==> config.mk <==
export PLATFORM = sky130hd
export DESIGN_NAME = rc4_stream_cipher_top
export DESIGN_NICKNAME = d
export VERILOG_FILES = /design/src/design/rc4_pkg.sv /design/src/design/rc4_stream_cipher_top.sv /design/src/design/rc4_ram.sv /design/src/design/rc4_seq.sv
export SDC_FILE = /design/constraint.sdc
export NUM_CORES = 2
export LEC_CHECK = 0
export BUFFER_PORTS_ARGS = -buffer_cell sky130_fd_sc_hd__buf_2
export CAP_MARGIN = 20
export CORE_MARGIN = 2
export CORE_UTILIZATION = 43
export CTS_CLUSTER_SIZE = 40
export DETAILED_ROUTE_END_ITERATION = 6
export PLACE_DENSITY_LB_ADDON = 0.3
export SYNTH_ARGS = -nofsm -noshare
export SYNTH_HDL_FRONTEND = slang
export SYNTH_HIERARCHICAL = 1
export SYNTH_SLANG_ARGS = --single-unit
export TNS_END_PERCENT = 100
==> constraint.sdc <==
create_clock -name i_clk -period 9 [get_ports i_clk]
set_clock_uncertainty 0.15 [all_clocks]
set_input_delay 1.35 -clock i_clk [delete_from_list [all_inputs] [get_ports i_clk]]
set_output_delay 1.35 -clock i_clk [all_outputs]
set_load 0.005 [all_outputs]
==> src/design/rc4_pkg.sv <==
// Shared types and constants for the RC4 stream cipher block.
`timescale 1ns / 1ps
`default_nettype none
package rc4_pkg;

    localparam int BYTE_W            = 8;
    localparam int TABLE_DEPTH       = 256;
    localparam int TABLE_AW          = $clog2(TABLE_DEPTH);
    localparam int KEY_WORDS         = 4;
    localparam int KEY_WORD_W        = 64;
    localparam int KEY_BYTES         = KEY_WORDS * KEY_WORD_W / BYTE_W;
    localparam int KEY_POS_W         = $clog2(KEY_BYTES);
    localparam int KEY_LEN_W         = 6;
    localparam int KEY_MAX_BYTES_DEF = 32;
    localparam int APB_AW            = 6;
    localparam int APB_DW            = 64;
    localparam int REG_IDX_W         = 3;

    localparam logic [REG_IDX_W-1:0] REG_KEY_WORD0  = 3'd0;
    localparam logic [REG_IDX_W-1:0] REG_KEY_WORD1  = 3'd1;
    localparam logic [REG_IDX_W-1:0] REG_KEY_WORD2  = 3'd2;
    localparam logic [REG_IDX_W-1:0] REG_KEY_WORD3  = 3'd3;
    localparam logic [REG_IDX_W-1:0] REG_KEY_LENGTH = 3'd4;

    localparam logic [KEY_LEN_W-1:0] KEY_LEN_RESET = 6'd32;

    typedef enum logic [3:0] {
        ST_IDLE,
        ST_FILL,
        ST_MIX_RD_N,
        ST_MIX_RD_J,
        ST_MIX_WR_N,
        ST_MIX_WR_J,
        ST_RD_I,
        ST_RD_J,
        ST_SWAP1,
        ST_SWAP2
    } t_state;

    typedef struct packed {
        logic [KEY_BYTES-1:0][BYTE_W-1:0] key;
        logic [KEY_LEN_W-1:0]             key_len;
    } t_key_cfg;

    typedef struct packed {
        logic                we;
        logic [TABLE_AW-1:0] waddr;
        logic [BYTE_W-1:0]   wdata;
        logic                re;
        logic [TABLE_AW-1:0] raddr;
    } t_ram_req;

endpackage
`default_nettype wire

==> src/design/rc4_stream_cipher_top.sv <==
// Top level of the RC4 stream cipher: key registers, sequencer and table RAM.
// A byte accepted in idle passes ST_RD_J, ST_SWAP1 and ST_SWAP2 (held while the
// output slot is full) to a registered result at o_data_out; one that needs the
// key schedule first runs fill and mix over all 256 table entries. New bytes are
// taken only in idle, after dependent reads S[i], S[j], S[S[i]+S[j]] on one port.
// Reset is synchronous, active low: indices, schedule flag and key registers clear,
// key length returns to 32; table contents stay undefined until the first schedule.
`timescale 1ns / 1ps
`default_nettype none
module rc4_stream_cipher_top
    import rc4_pkg::*;
#(
    parameter int KEY_MAX_BYTES = KEY_MAX_BYTES_DEF
) (
    input  wire logic              i_clk,
    input  wire logic              i_rst_n,
    input  wire logic              psel,
    input  wire logic              penable,
    input  wire logic              pwrite,
    input  wire logic [APB_AW-1:0] paddr,
    input  wire logic [APB_DW-1:0] pwdata,
    output logic      [APB_DW-1:0] prdata,
    output logic                   pready,
    input  wire logic              i_in_valid,
    output logic                   o_in_stall,
    input  wire logic [BYTE_W-1:0] i_data_in,
    input  wire logic              i_start_msg,
    output logic                   o_out_valid,
    input  wire logic              i_out_stall,
    output logic      [BYTE_W-1:0] o_data_out
);

    logic [KEY_WORDS-1:0][KEY_WORD_W-1:0] r_key;
    logic [KEY_LEN_W-1:0]                 r_key_len;
    logic [REG_IDX_W-1:0]                 reg_idx;
    logic                                 wr_en;
    t_key_cfg                             cfg;
    t_ram_req                             ram_req;
    logic [BYTE_W-1:0]                    rd_data;

    assign pready  = 1'b1;
    assign reg_idx = paddr[APB_AW-1:3];
    assign wr_en   = psel && penable && pwrite;

    always_ff @(posedge i_clk) begin
        if (!i_rst_n) begin
            r_key     <= '0;
            r_key_len <= KEY_LEN_RESET;
        end else if (wr_en) begin
            unique case (reg_idx)
                REG_KEY_WORD0:  r_key[0]  <= pwdata;
                REG_KEY_WORD1:  r_key[1]  <= pwdata;
                REG_KEY_WORD2:  r_key[2]  <= pwdata;
                REG_KEY_WORD3:  r_key[3]  <= pwdata;
                REG_KEY_LENGTH: r_key_len <= pwdata[KEY_LEN_W-1:0];
                default: begin
                    // drop writes to unmapped addresses
                end
            endcase
        end
    end

    always_comb begin
        unique case (reg_idx)
            REG_KEY_WORD0:  prdata = r_key[0];
            REG_KEY_WORD1:  prdata = r_key[1];
            REG_KEY_WORD2:  prdata = r_key[2];
            REG_KEY_WORD3:  prdata = r_key[3];
            REG_KEY_LENGTH: prdata = APB_DW'(r_key_len);
            default:        prdata = '0;
        endcase
    end

    assign cfg = '{key: r_key, key_len: r_key_len};

    rc4_seq #(
        .KEY_MAX_BYTES(KEY_MAX_BYTES)
    ) u_seq (
        .i_clk       (i_clk),
        .i_rst_n     (i_rst_n),
        .i_cfg       (cfg),
        .i_in_valid  (i_in_valid),
        .o_in_stall  (o_in_stall),
        .i_data_in   (i_data_in),
        .i_start_msg (i_start_msg),
        .o_out_valid (o_out_valid),
        .i_out_stall (i_out_stall),
        .o_data_out  (o_data_out),
        .o_ram       (ram_req),
        .i_rd_data   (rd_data)
    );

    rc4_ram #(
        .WIDTH(BYTE_W),
        .DEPTH(TABLE_DEPTH)
    ) u_ram (
        .i_clk   (i_clk),
        .i_we    (ram_req.we),
        .i_waddr (ram_req.waddr),
        .i_wdata (ram_req.wdata),
        .i_re    (ram_req.re),
        .i_raddr (ram_req.raddr),
        .o_rdata (rd_data)
    );

endmodule
`default_nettype wire

==> src/design/rc4_ram.sv <==
// Generic single-write, single-read RAM with registered read data.
`timescale 1ns / 1ps
`default_nettype none
module rc4_ram #(
    parameter int WIDTH = 8,
    parameter int DEPTH = 256
) (
    input  wire logic                     i_clk,
    input  wire logic                     i_we,
    input  wire logic [$clog2(DEPTH)-1:0] i_waddr,
    input  wire logic [WIDTH-1:0]         i_wdata,
    input  wire logic                     i_re,
    input  wire logic [$clog2(DEPTH)-1:0] i_raddr,
    output logic      [WIDTH-1:0]         o_rdata
);

    logic [WIDTH-1:0] r_mem [DEPTH];

    always_ff @(posedge i_clk) begin
        if (i_we) begin
            r_mem[i_waddr] <= i_wdata;
        end
        if (i_re) begin
            o_rdata <= r_mem[i_raddr];
        end
    end

endmodule
`default_nettype wire

==> src/design/rc4_seq.sv <==
// Sequencer for key schedule and keystream generation over one table RAM.
`timescale 1ns / 1ps
`default_nettype none
module rc4_seq
    import rc4_pkg::*;
#(
    parameter int KEY_MAX_BYTES = KEY_MAX_BYTES_DEF
) (
    input  wire logic              i_clk,
    input  wire logic              i_rst_n,
    input  wire t_key_cfg          i_cfg,
    input  wire logic              i_in_valid,
    output logic                   o_in_stall,
    input  wire logic [BYTE_W-1:0] i_data_in,
    input  wire logic              i_start_msg,
    output logic                   o_out_valid,
    input  wire logic              i_out_stall,
    output logic      [BYTE_W-1:0] o_data_out,
    output t_ram_req               o_ram,
    input  wire logic [BYTE_W-1:0] i_rd_data
);

    localparam logic [KEY_LEN_W-1:0] MAX_LEN = KEY_LEN_W'(KEY_MAX_BYTES);

    t_state                 r_state, n_state;
    logic [TABLE_AW-1:0]    r_i, n_i;
    logic [TABLE_AW-1:0]    r_j, n_j;
    logic [BYTE_W-1:0]      r_a, n_a;
    logic [BYTE_W-1:0]      r_b, n_b;
    logic [TABLE_AW-1:0]    r_n, n_n;
    logic [TABLE_AW-1:0]    r_acc, n_acc;
    logic [KEY_POS_W-1:0]   r_pos, n_pos;
    logic [BYTE_W-1:0]      r_data, n_data;
    logic                   r_sched, n_sched;
    logic                   r_out_valid, n_out_valid;
    logic [BYTE_W-1:0]      r_out, n_out;

    logic [KEY_LEN_W-1:0]   eff_len;
    logic [KEY_LEN_W-1:0]   pos_inc;
    logic [TABLE_AW-1:0]    ab_sum;
    logic [BYTE_W-1:0]      ks;
    logic                   slot_free;

    always_comb begin
        eff_len = i_cfg.key_len;
        if (eff_len == '0) begin
            eff_len = KEY_LEN_W'(1);
        end else if (eff_len > MAX_LEN) begin
            eff_len = MAX_LEN;
        end
    end

    assign pos_inc   = KEY_LEN_W'({1'b0, r_pos}) + KEY_LEN_W'(1);
    assign ab_sum    = TABLE_AW'(r_a + r_b);
    assign slot_free = !r_out_valid || !i_out_stall;

    // Post-swap value at a+b: swapped entries come from registers, others from RAM.
    always_comb begin
        priority if (ab_sum == r_i) begin
            ks = r_b;
        end else if (ab_sum == r_j) begin
            ks = r_a;
        end else begin
            ks = i_rd_data;
        end
    end

    always_ff @(posedge i_clk) begin
        if (!i_rst_n) begin
            r_state     <= ST_IDLE;
            r_i         <= '0;
            r_j         <= '0;
            r_sched     <= 1'b0;
            r_out_valid <= 1'b0;
        end else begin
            r_state     <= n_state;
            r_i         <= n_i;
            r_j         <= n_j;
            r_sched     <= n_sched;
            r_out_valid <= n_out_valid;
        end
        r_a    <= n_a;
        r_b    <= n_b;
        r_n    <= n_n;
        r_acc  <= n_acc;
        r_pos  <= n_pos;
        r_data <= n_data;
        r_out  <= n_out;
    end

    always_comb begin
        n_state     = r_state;
        n_i         = r_i;
        n_j         = r_j;
        n_a         = r_a;
        n_b         = r_b;
        n_n         = r_n;
        n_acc       = r_acc;
        n_pos       = r_pos;
        n_data      = r_data;
        n_sched     = r_sched;
        n_out       = r_out;
        n_out_valid = r_out_valid && i_out_stall;
        o_ram       = '0;

        unique case (r_state)
            ST_IDLE: begin
                if (i_in_valid) begin
                    n_data = i_data_in;
                    if (i_start_msg || !r_sched) begin
                        n_n     = '0;
                        n_state = ST_FILL;
                    end else begin
                        // Fetch S[i+1] in the accept cycle.
                        o_ram.re    = 1'b1;
                        o_ram.raddr = TABLE_AW'(r_i + 1'b1);
                        n_i         = TABLE_AW'(r_i + 1'b1);
                        n_state     = ST_RD_J;
                    end
                end
            end
            ST_FILL: begin
                o_ram.we    = 1'b1;
                o_ram.waddr = r_n;
                o_ram.wdata = r_n;
                n_n         = TABLE_AW'(r_n + 1'b1);
                if (r_n == '1) begin
                    n_acc   = '0;
                    n_pos   = '0;
                    n_state = ST_MIX_RD_N;
                end
            end
            ST_MIX_RD_N: begin
                o_ram.re    = 1'b1;
                o_ram.raddr = r_n;
                n_state     = ST_MIX_RD_J;
            end
            ST_MIX_RD_J: begin
                n_a         = i_rd_data;
                n_acc       = TABLE_AW'(r_acc + i_rd_data + i_cfg.key[r_pos]);
                o_ram.re    = 1'b1;
                o_ram.raddr = n_acc;
                n_state     = ST_MIX_WR_N;
            end
            ST_MIX_WR_N: begin
                o_ram.we    = 1'b1;
                o_ram.waddr = r_n;
                o_ram.wdata = i_rd_data;
                n_state     = ST_MIX_WR_J;
            end
            ST_MIX_WR_J: begin
                o_ram.we    = 1'b1;
                o_ram.waddr = r_acc;
                o_ram.wdata = r_a;
                n_n         = TABLE_AW'(r_n + 1'b1);
                if (pos_inc >= eff_len) begin
                    n_pos = '0;
                end else begin
                    n_pos = KEY_POS_W'(pos_inc);
                end
                if (r_n == '1) begin
                    n_i     = '0;
                    n_j     = '0;
                    n_sched = 1'b1;
                    n_state = ST_RD_I;
                end else begin
                    n_state = ST_MIX_RD_N;
                end
            end
            ST_RD_I: begin
                o_ram.re    = 1'b1;
                o_ram.raddr = TABLE_AW'(r_i + 1'b1);
                n_i         = TABLE_AW'(r_i + 1'b1);
                n_state     = ST_RD_J;
            end
            ST_RD_J: begin
                n_a         = i_rd_data;
                n_j         = TABLE_AW'(r_j + i_rd_data);
                o_ram.re    = 1'b1;
                o_ram.raddr = n_j;
                n_state     = ST_SWAP1;
            end
            ST_SWAP1: begin
                n_b         = i_rd_data;
                o_ram.we    = 1'b1;
                o_ram.waddr = r_i;
                o_ram.wdata = i_rd_data;
                o_ram.re    = 1'b1;
                o_ram.raddr = TABLE_AW'(r_a + i_rd_data);
                n_state     = ST_SWAP2;
            end
            ST_SWAP2: begin
                // Hold here while the output slot is full; the repeated write is harmless.
                o_ram.we    = 1'b1;
                o_ram.waddr = r_j;
                o_ram.wdata = r_a;
                if (slot_free) begin
                    n_out       = r_data ^ ks;
                    n_out_valid = 1'b1;
                    n_state     = ST_IDLE;
                end
            end
            default: begin
                n_state = ST_IDLE;
            end
        endcase
    end

    assign o_in_stall  = (r_state != ST_IDLE);
    assign o_out_valid = r_out_valid;
    assign o_data_out  = r_out;

endmodule
`default_nettype wire

After elaboration in Yosys (flattened, before gate mapping)
Memories as Yosys holds them, arrays and structs flattened. A register that Yosys moved wholly into a read port is not among the register bits.
Cells that the tools add are included.

word-level totals
  register bits after elaboration = 337
  RAM bits = 2,048
  output and inout port bits = 75
  memories = 1

operators by class
  add/subtract/negate cells = 8
  magnitude comparators = 3
  equality and inequality tests = 22
  mux-type cells = 33
  bitwise gates (word level) = 1
  reductions and logical operators = 33

memory list
  memory       depth  bits a word  rd ports  clocked after Yosys merged registers in  write ports  RTL line       RTL
  u_ram.r_mem  256    8            1         1                                        1            rc4_ram.sv:17  logic [WIDTH-1:0] r_mem [DEPTH];

operators by type and width
  operator               count
  $pmux W64 S5           1
  $pmux W17 S5           1
  $mux W8                8
  $pmux W9 S6            1
  $pmux W8 S2            3
  $add A8 B8 Y8          5
  $bmux W8 S5            1
  $pmux W4 S10           1
  $pmux W8 S3            1
  $reduce_and A2 Y1      11
  $mux W9                2
  $add A8 B1 Y8 const B  2
  $eq A4 B3 Y1 const B   4
  $eq A8 B8 Y1           2
  $mux W4                3
  $mux W6                2
  $mux W5                2
  $pmux W5 S2            1
  $eq A4 B2 Y1 const B   2
  $eq A4 B4 Y1 const B   2
  $eq A8 B8 Y1 const B   1
  $ne A2 B1 Y1 const B   4
  $reduce_bool A2 Y1     4
  $xor A8 B8 Y8          1
  other kinds (22)       35

Logic depth before layout (Yosys ltp)
  word-level depth = 6
  gate-level depth with buffers = 26
  depth with buffers taken out = 21

Cells and area by module
Netlist, hierarchy kept.

modules (own cells, without submodules)
  module                 instances  cells each  area an instance (um2)  seq. area each (um2)
  rc4_ram                1          3,733       79,636.4                61,739.2
  rc4_stream_cipher_top  1          1,090       11,718.7                5,245.0
  rc4_seq                1          719         7,678.6                 2,031.9

Worst setup path before layout
OpenSTA, ideal clock, no wires.

  path kind = register to register
  start = register u_seq.r_pos[0]
  end = register u_ram.o_rdata[7], read port of u_ram.r_mem (data pin)
  library setup time = 0.266 ns
  arrival = 6.246 ns
  data required time = 8.584 ns
  setup slack = 2.338 ns
  stages on the path, launching flop included = 27
  path through = edfxtp_1 > buf_2 > buf_2 > buf_2 > mux4_2 > mux4_2 > mux2_2 > fa_1 > ha_1 > inv_1 > fa_1 > nor2b_1 > o21ai_0 > nand2b_1 > a21o_1 > a21oi_1 > xnor3_1 > and2_1 > nand3b_1 > buf_4 > nor3b_1 > clkbuf_1 > o221ai_1 > nand2_1 > a21oi_1 > nor4_1 > nor4_1

RTL lines
  item                      RTL line       RTL
  start: declaration        rc4_seq.sv:32  logic [KEY_POS_W-1:0] r_pos, n_pos;
  start signal: assignment  rc4_seq.sv:86  r_pos <= n_pos;
  end: declaration          rc4_ram.sv:14  output logic [WIDTH-1:0] o_rdata

==> out/metrics.csv <==
stage,metric,value,unit
timing,Max Clock Freq,122,MHz
grt,first-pass GRT wire length,367000,um
drt,DRT iter0 DRCs,6167,
clock_tree,TritonCTS buffer count,230,
place,Port Buffers,156,
grt,total global-route track usage,0.211,
status,failing checks,DRC,
power,Worst IR Drop VDD,0.000265,V
floorplanning,die area,0.234,mm^2
synthesis,mapped cell area,0.0990,mm^2
place,Area after DPL,0.103,mm^2
synthesis,Post-synth EDFFs,2109,
finish,Layout fillers,18900,
drt,final wirelength,252000,um
worst_setup_path,"Req. time, crit path",9.46,ns
drt,via count,53800,
timing,worst-margin pin slew,1.21,ns
clock_tree,"Reg clk slew, reported paths",0.07,ns
finish,share of cells above drive strength 1,0.216,
finish,Layout Nets,5845,
clock_tree,cts hold-fix bufs,0,
finish,fin util,0.480,
worst_setup_path,CP Max Fanout,25,
worst_setup_path,WP data arrival,8.63,ns
grt,initial antenna violation count,11,
drt,post-DR wirelength/cell,28.1,um
timing,Final setup viols,0,
floorplanning,chip width,484,um
synthesis,count of cell types in the netlist,86,
place,Placed Cells,8502,
grt,Overflow after GRT,0,
synthesis,Post-Syn Instances,5542,
timing,"Hold Vio Cnt, Final",0,
clock_tree,Clock Tree Buf Depth,3,
timing,Slew headroom,0.190,
finish,Area growth syn-to-layout,11.3,%
worst_setup_path,critical path cell sequence,"buf_12, buf_4, buf_4, mux4_2, mux4_2, mux2_2, fa_1, ha_1, o21ai_0, nand2b_1, a21o_1, a21oi_1, xnor3_1, and2_1, nand3b_1, buf_4, and3b_1, o221ai_1, o211ai_1, a21oi_1, nor4_1, buf_4, nor4_1",
power,leakage power,34.3,nW
floorplanning,die height,484,um
synthesis,Synth Area in Adders,0.00677,
timing,RSZ-0062 raised after global routing,false,
place,hpwl dp,158000,um
worst_setup_path,Worst path slowest cell,nand3b_1,
finish,design area,0.110,mm^2
synthesis,Post-synth ARST share,0,
worst_setup_path,kind of critical path,reg -> reg,
run,maxcap violations,0,
drt,DRC viols,13,
synthesis,Compound-Gate Fraction of Synth Area,0.0388,
place,GPL Wtd Cong,0.867,
worst_setup_path,Critical Path Sink Type,register,
floorplanning,core area,0.229,mm^2
timing,final worst-path cycle share,0.907,
timing,post-route minimum period,8.16,ns
timing,setup TNS,0,ns
grt,vias in the first global route,53000,
synthesis,mux cell area share after synthesis,0.177,
synthesis,Synth Area in XOR/XNOR,0.00495,
worst_setup_path,Setup crit start kind,register,
synthesis,Post-synth top flop,edfxtp_1,
drt,Vias/cell,6.02,
finish,final cell count without fillers,8942,
floorplanning,starting density of the core,0.432,
clock_tree,Clock Sinks,2393,
clock_tree,Setup Buffers After CTS,0,
grt,largest net degree at the start of global routing,180,
worst_hold_path,Min-Delay Path Class,reg -> reg,
power,PD cells,227,mW/mm^2
power,Design Power,25.0,mW
synthesis,yosys warns,6,
worst_setup_path,Most common cell on crit path,buf_4,
floorplanning,IO Count,161,
drt,DRT Pass-1 Iters,7,
clock_tree,Root Driver,clkbuf_16,
synthesis,Synth Area per Inst,17.9,um^2
synthesis,syn_nets,5675,
status,status,"complete, but fails checks",
synthesis,register area share after synthesis,0.697,
clock_tree,CTS tree,built,
synthesis,main combinational cell family by area after synthesis,multiplexers,
synthesis,Simple-Gate Fraction of Synth Area,0.0512,
synthesis,register bit count reported by yosys,2393,
worst_setup_path,Slowest Stage Delay on Critical Path,0.85,ns
timing,Final Slew Violations,0,
clock_tree,# resized after CTS,0,
drt,Antenna Nets Post-Route,0,
clock_tree,CTS H-Tree Depth,4,
floorplanning,Rows,176,
clock_tree,clk_lat worst skew,0.89,ns
[logic make-up after synthesis]
group / after synthesis
and+or+nand+nor: 1097
AOI/OAI and AO/OA: 546
DFF: 2393
xor gates and xnor gates: 52
buffers and inverters: 398
other: 1
adders and majority gates: 47
muxes: 1008
[cells in the final DEF, fill, tap and decap left out, drive strengths merged, types with 12 or more instances in the layout]
master,netlist,routed
ha,36,36
nand4,22,22
nor2,327,327
o221ai,47,47
xnor2,33,33
a22oi,147,147
clkinv,1,113
nand2b,12,12
bufinv,0,17
a222oi,16,16
inv,31,40
o21ai,44,44
mux2i,400,400
o211ai,19,19
a21oi,123,123
a221oi,21,21
a21boi,13,13
o22ai,37,37
buf,186,304
a211oi,21,21
xor2,17,17
nor2b,133,133
nor4,29,29
nor3,33,33
and2,17,17
nand2,409,409
mux2,14,14
clkbuf,180,290
nand4b,13,13
edfxtp,2109,2109
mux4,594,594
a21o,12,12
dfxtp,284,284
nand3,60,60
[sequential cells by signal, summed over array words and instances (netlist names), 8 cells and up]
register / cells
cfg: 256
u_ram/o_rdata: 8
u_ram/r_mem: 2048
u_seq/o_data_out: 8
u_seq/r_a: 8
u_seq/r_acc: 8
u_seq/r_b: 8
u_seq/r_data: 8
u_seq/r_i: 8
u_seq/r_j: 8
u_seq/r_n: 8
[synthesized netlist by cell type (32+ instances only)]
cell type	count	area share
edfxtp_1	2109	0.64
mux4_2	592	0.13
nand2_1	408	0.015
mux2i_1	400	0.040
nor2_1	326	0.012
dfxtp_1	284	0.057
clkbuf_1	180	0.0068
a22oi_1	147	0.011
nor2b_1	133	0.0084
a21oi_1	123	0.0062
nand3_1	60	0.0030
buf_2	47	0.0024
o221ai_1	46	0.0041
buf_4	42	0.0032
buf_6	41	0.0047
o21ai_0	40	0.0020
o22ai_1	37	0.0023
ha_1	36	0.0045
nor3_1	32	0.0016
xnor2_1	32	0.0028
[path summary, 6_finish.rpt]
path	startpoint	end	slack, ns	cells past startpoint
hold reg to reg	u_seq/r_sched	u_seq/r_sched	0.31	1
setup reg to reg	u_seq/r_pos[0]	u_ram/o_rdata[1]	0.84	23
setup / recovery	u_seq/r_pos[0]	u_ram/o_rdata[1]	0.84	23
hold / removal	u_seq/r_sched	u_seq/r_sched	0.31	1
[layer usage]
| layer | up-vias | wire length (um) | GRT usage |
|---|---|---|---|
| met5 | - | 20 | 0 |
| met4 | 2 | 7120 | 0.0647 |
| met3 | 356 | 20600 | 0.0405 |
| met2 | 2323 | 120000 | 0.333 |
| met1 | 28500 | 104000 | 0.299 |
| li1 | 22600 | - | - |
[cell type report]
| type | count | area, um^2 | share of cell area |
|---|---|---|---|
| clock buffers | 290 | 6090 | 0.0552 |
| repair buffers | 304 | 2110 | 0.0192 |
| well taps | 3026 | 3790 | 0.0344 |
| inverters | 32 | 180 | 0.00164 |
| diodes | 5 | 12.5 | 0.000114 |
| flip-flops and latches | 2393 | 69000 | 0.626 |
| multi-input cells | 2751 | 27800 | 0.252 |
| clock inverters | 141 | 1240 | 0.0113 |
[where the power goes]
group / leakage (nW) / internal, mW / switching, mW
registers: 21.7 / 12.7 / 0.0917
clock network: 3.59 / 5.27 / 4.13
logic: 8.95 / 0.871 / 2.01
[worst max-delay path, delay by kind of cell, from the launching register on]
kind / cells / cell delay, ns
AO/OA/AOI/OAI: 6 / 1.15
XOR/XNOR: 1 / 0.40
adder cells (fa/ha/maj): 2 / 0.81
buffers and inverters: 5 / 1.58
flip-flops: 1 / 0.40
multiplexers: 3 / 1.36
AND/OR/NAND/NOR: 6 / 1.98
[through the flow]
step,worst slack (ns),hold slack (ns)
6_report,0.835,0.312
2_1_floorplan,2.34,0.283
4_1_cts,0.930,0.321
3_3_place_gp,1.00,0.294
3_5_place_dp,0.957,0.306
5_1_grt,0.596,0.340
(Power assumes the default switching activity.)
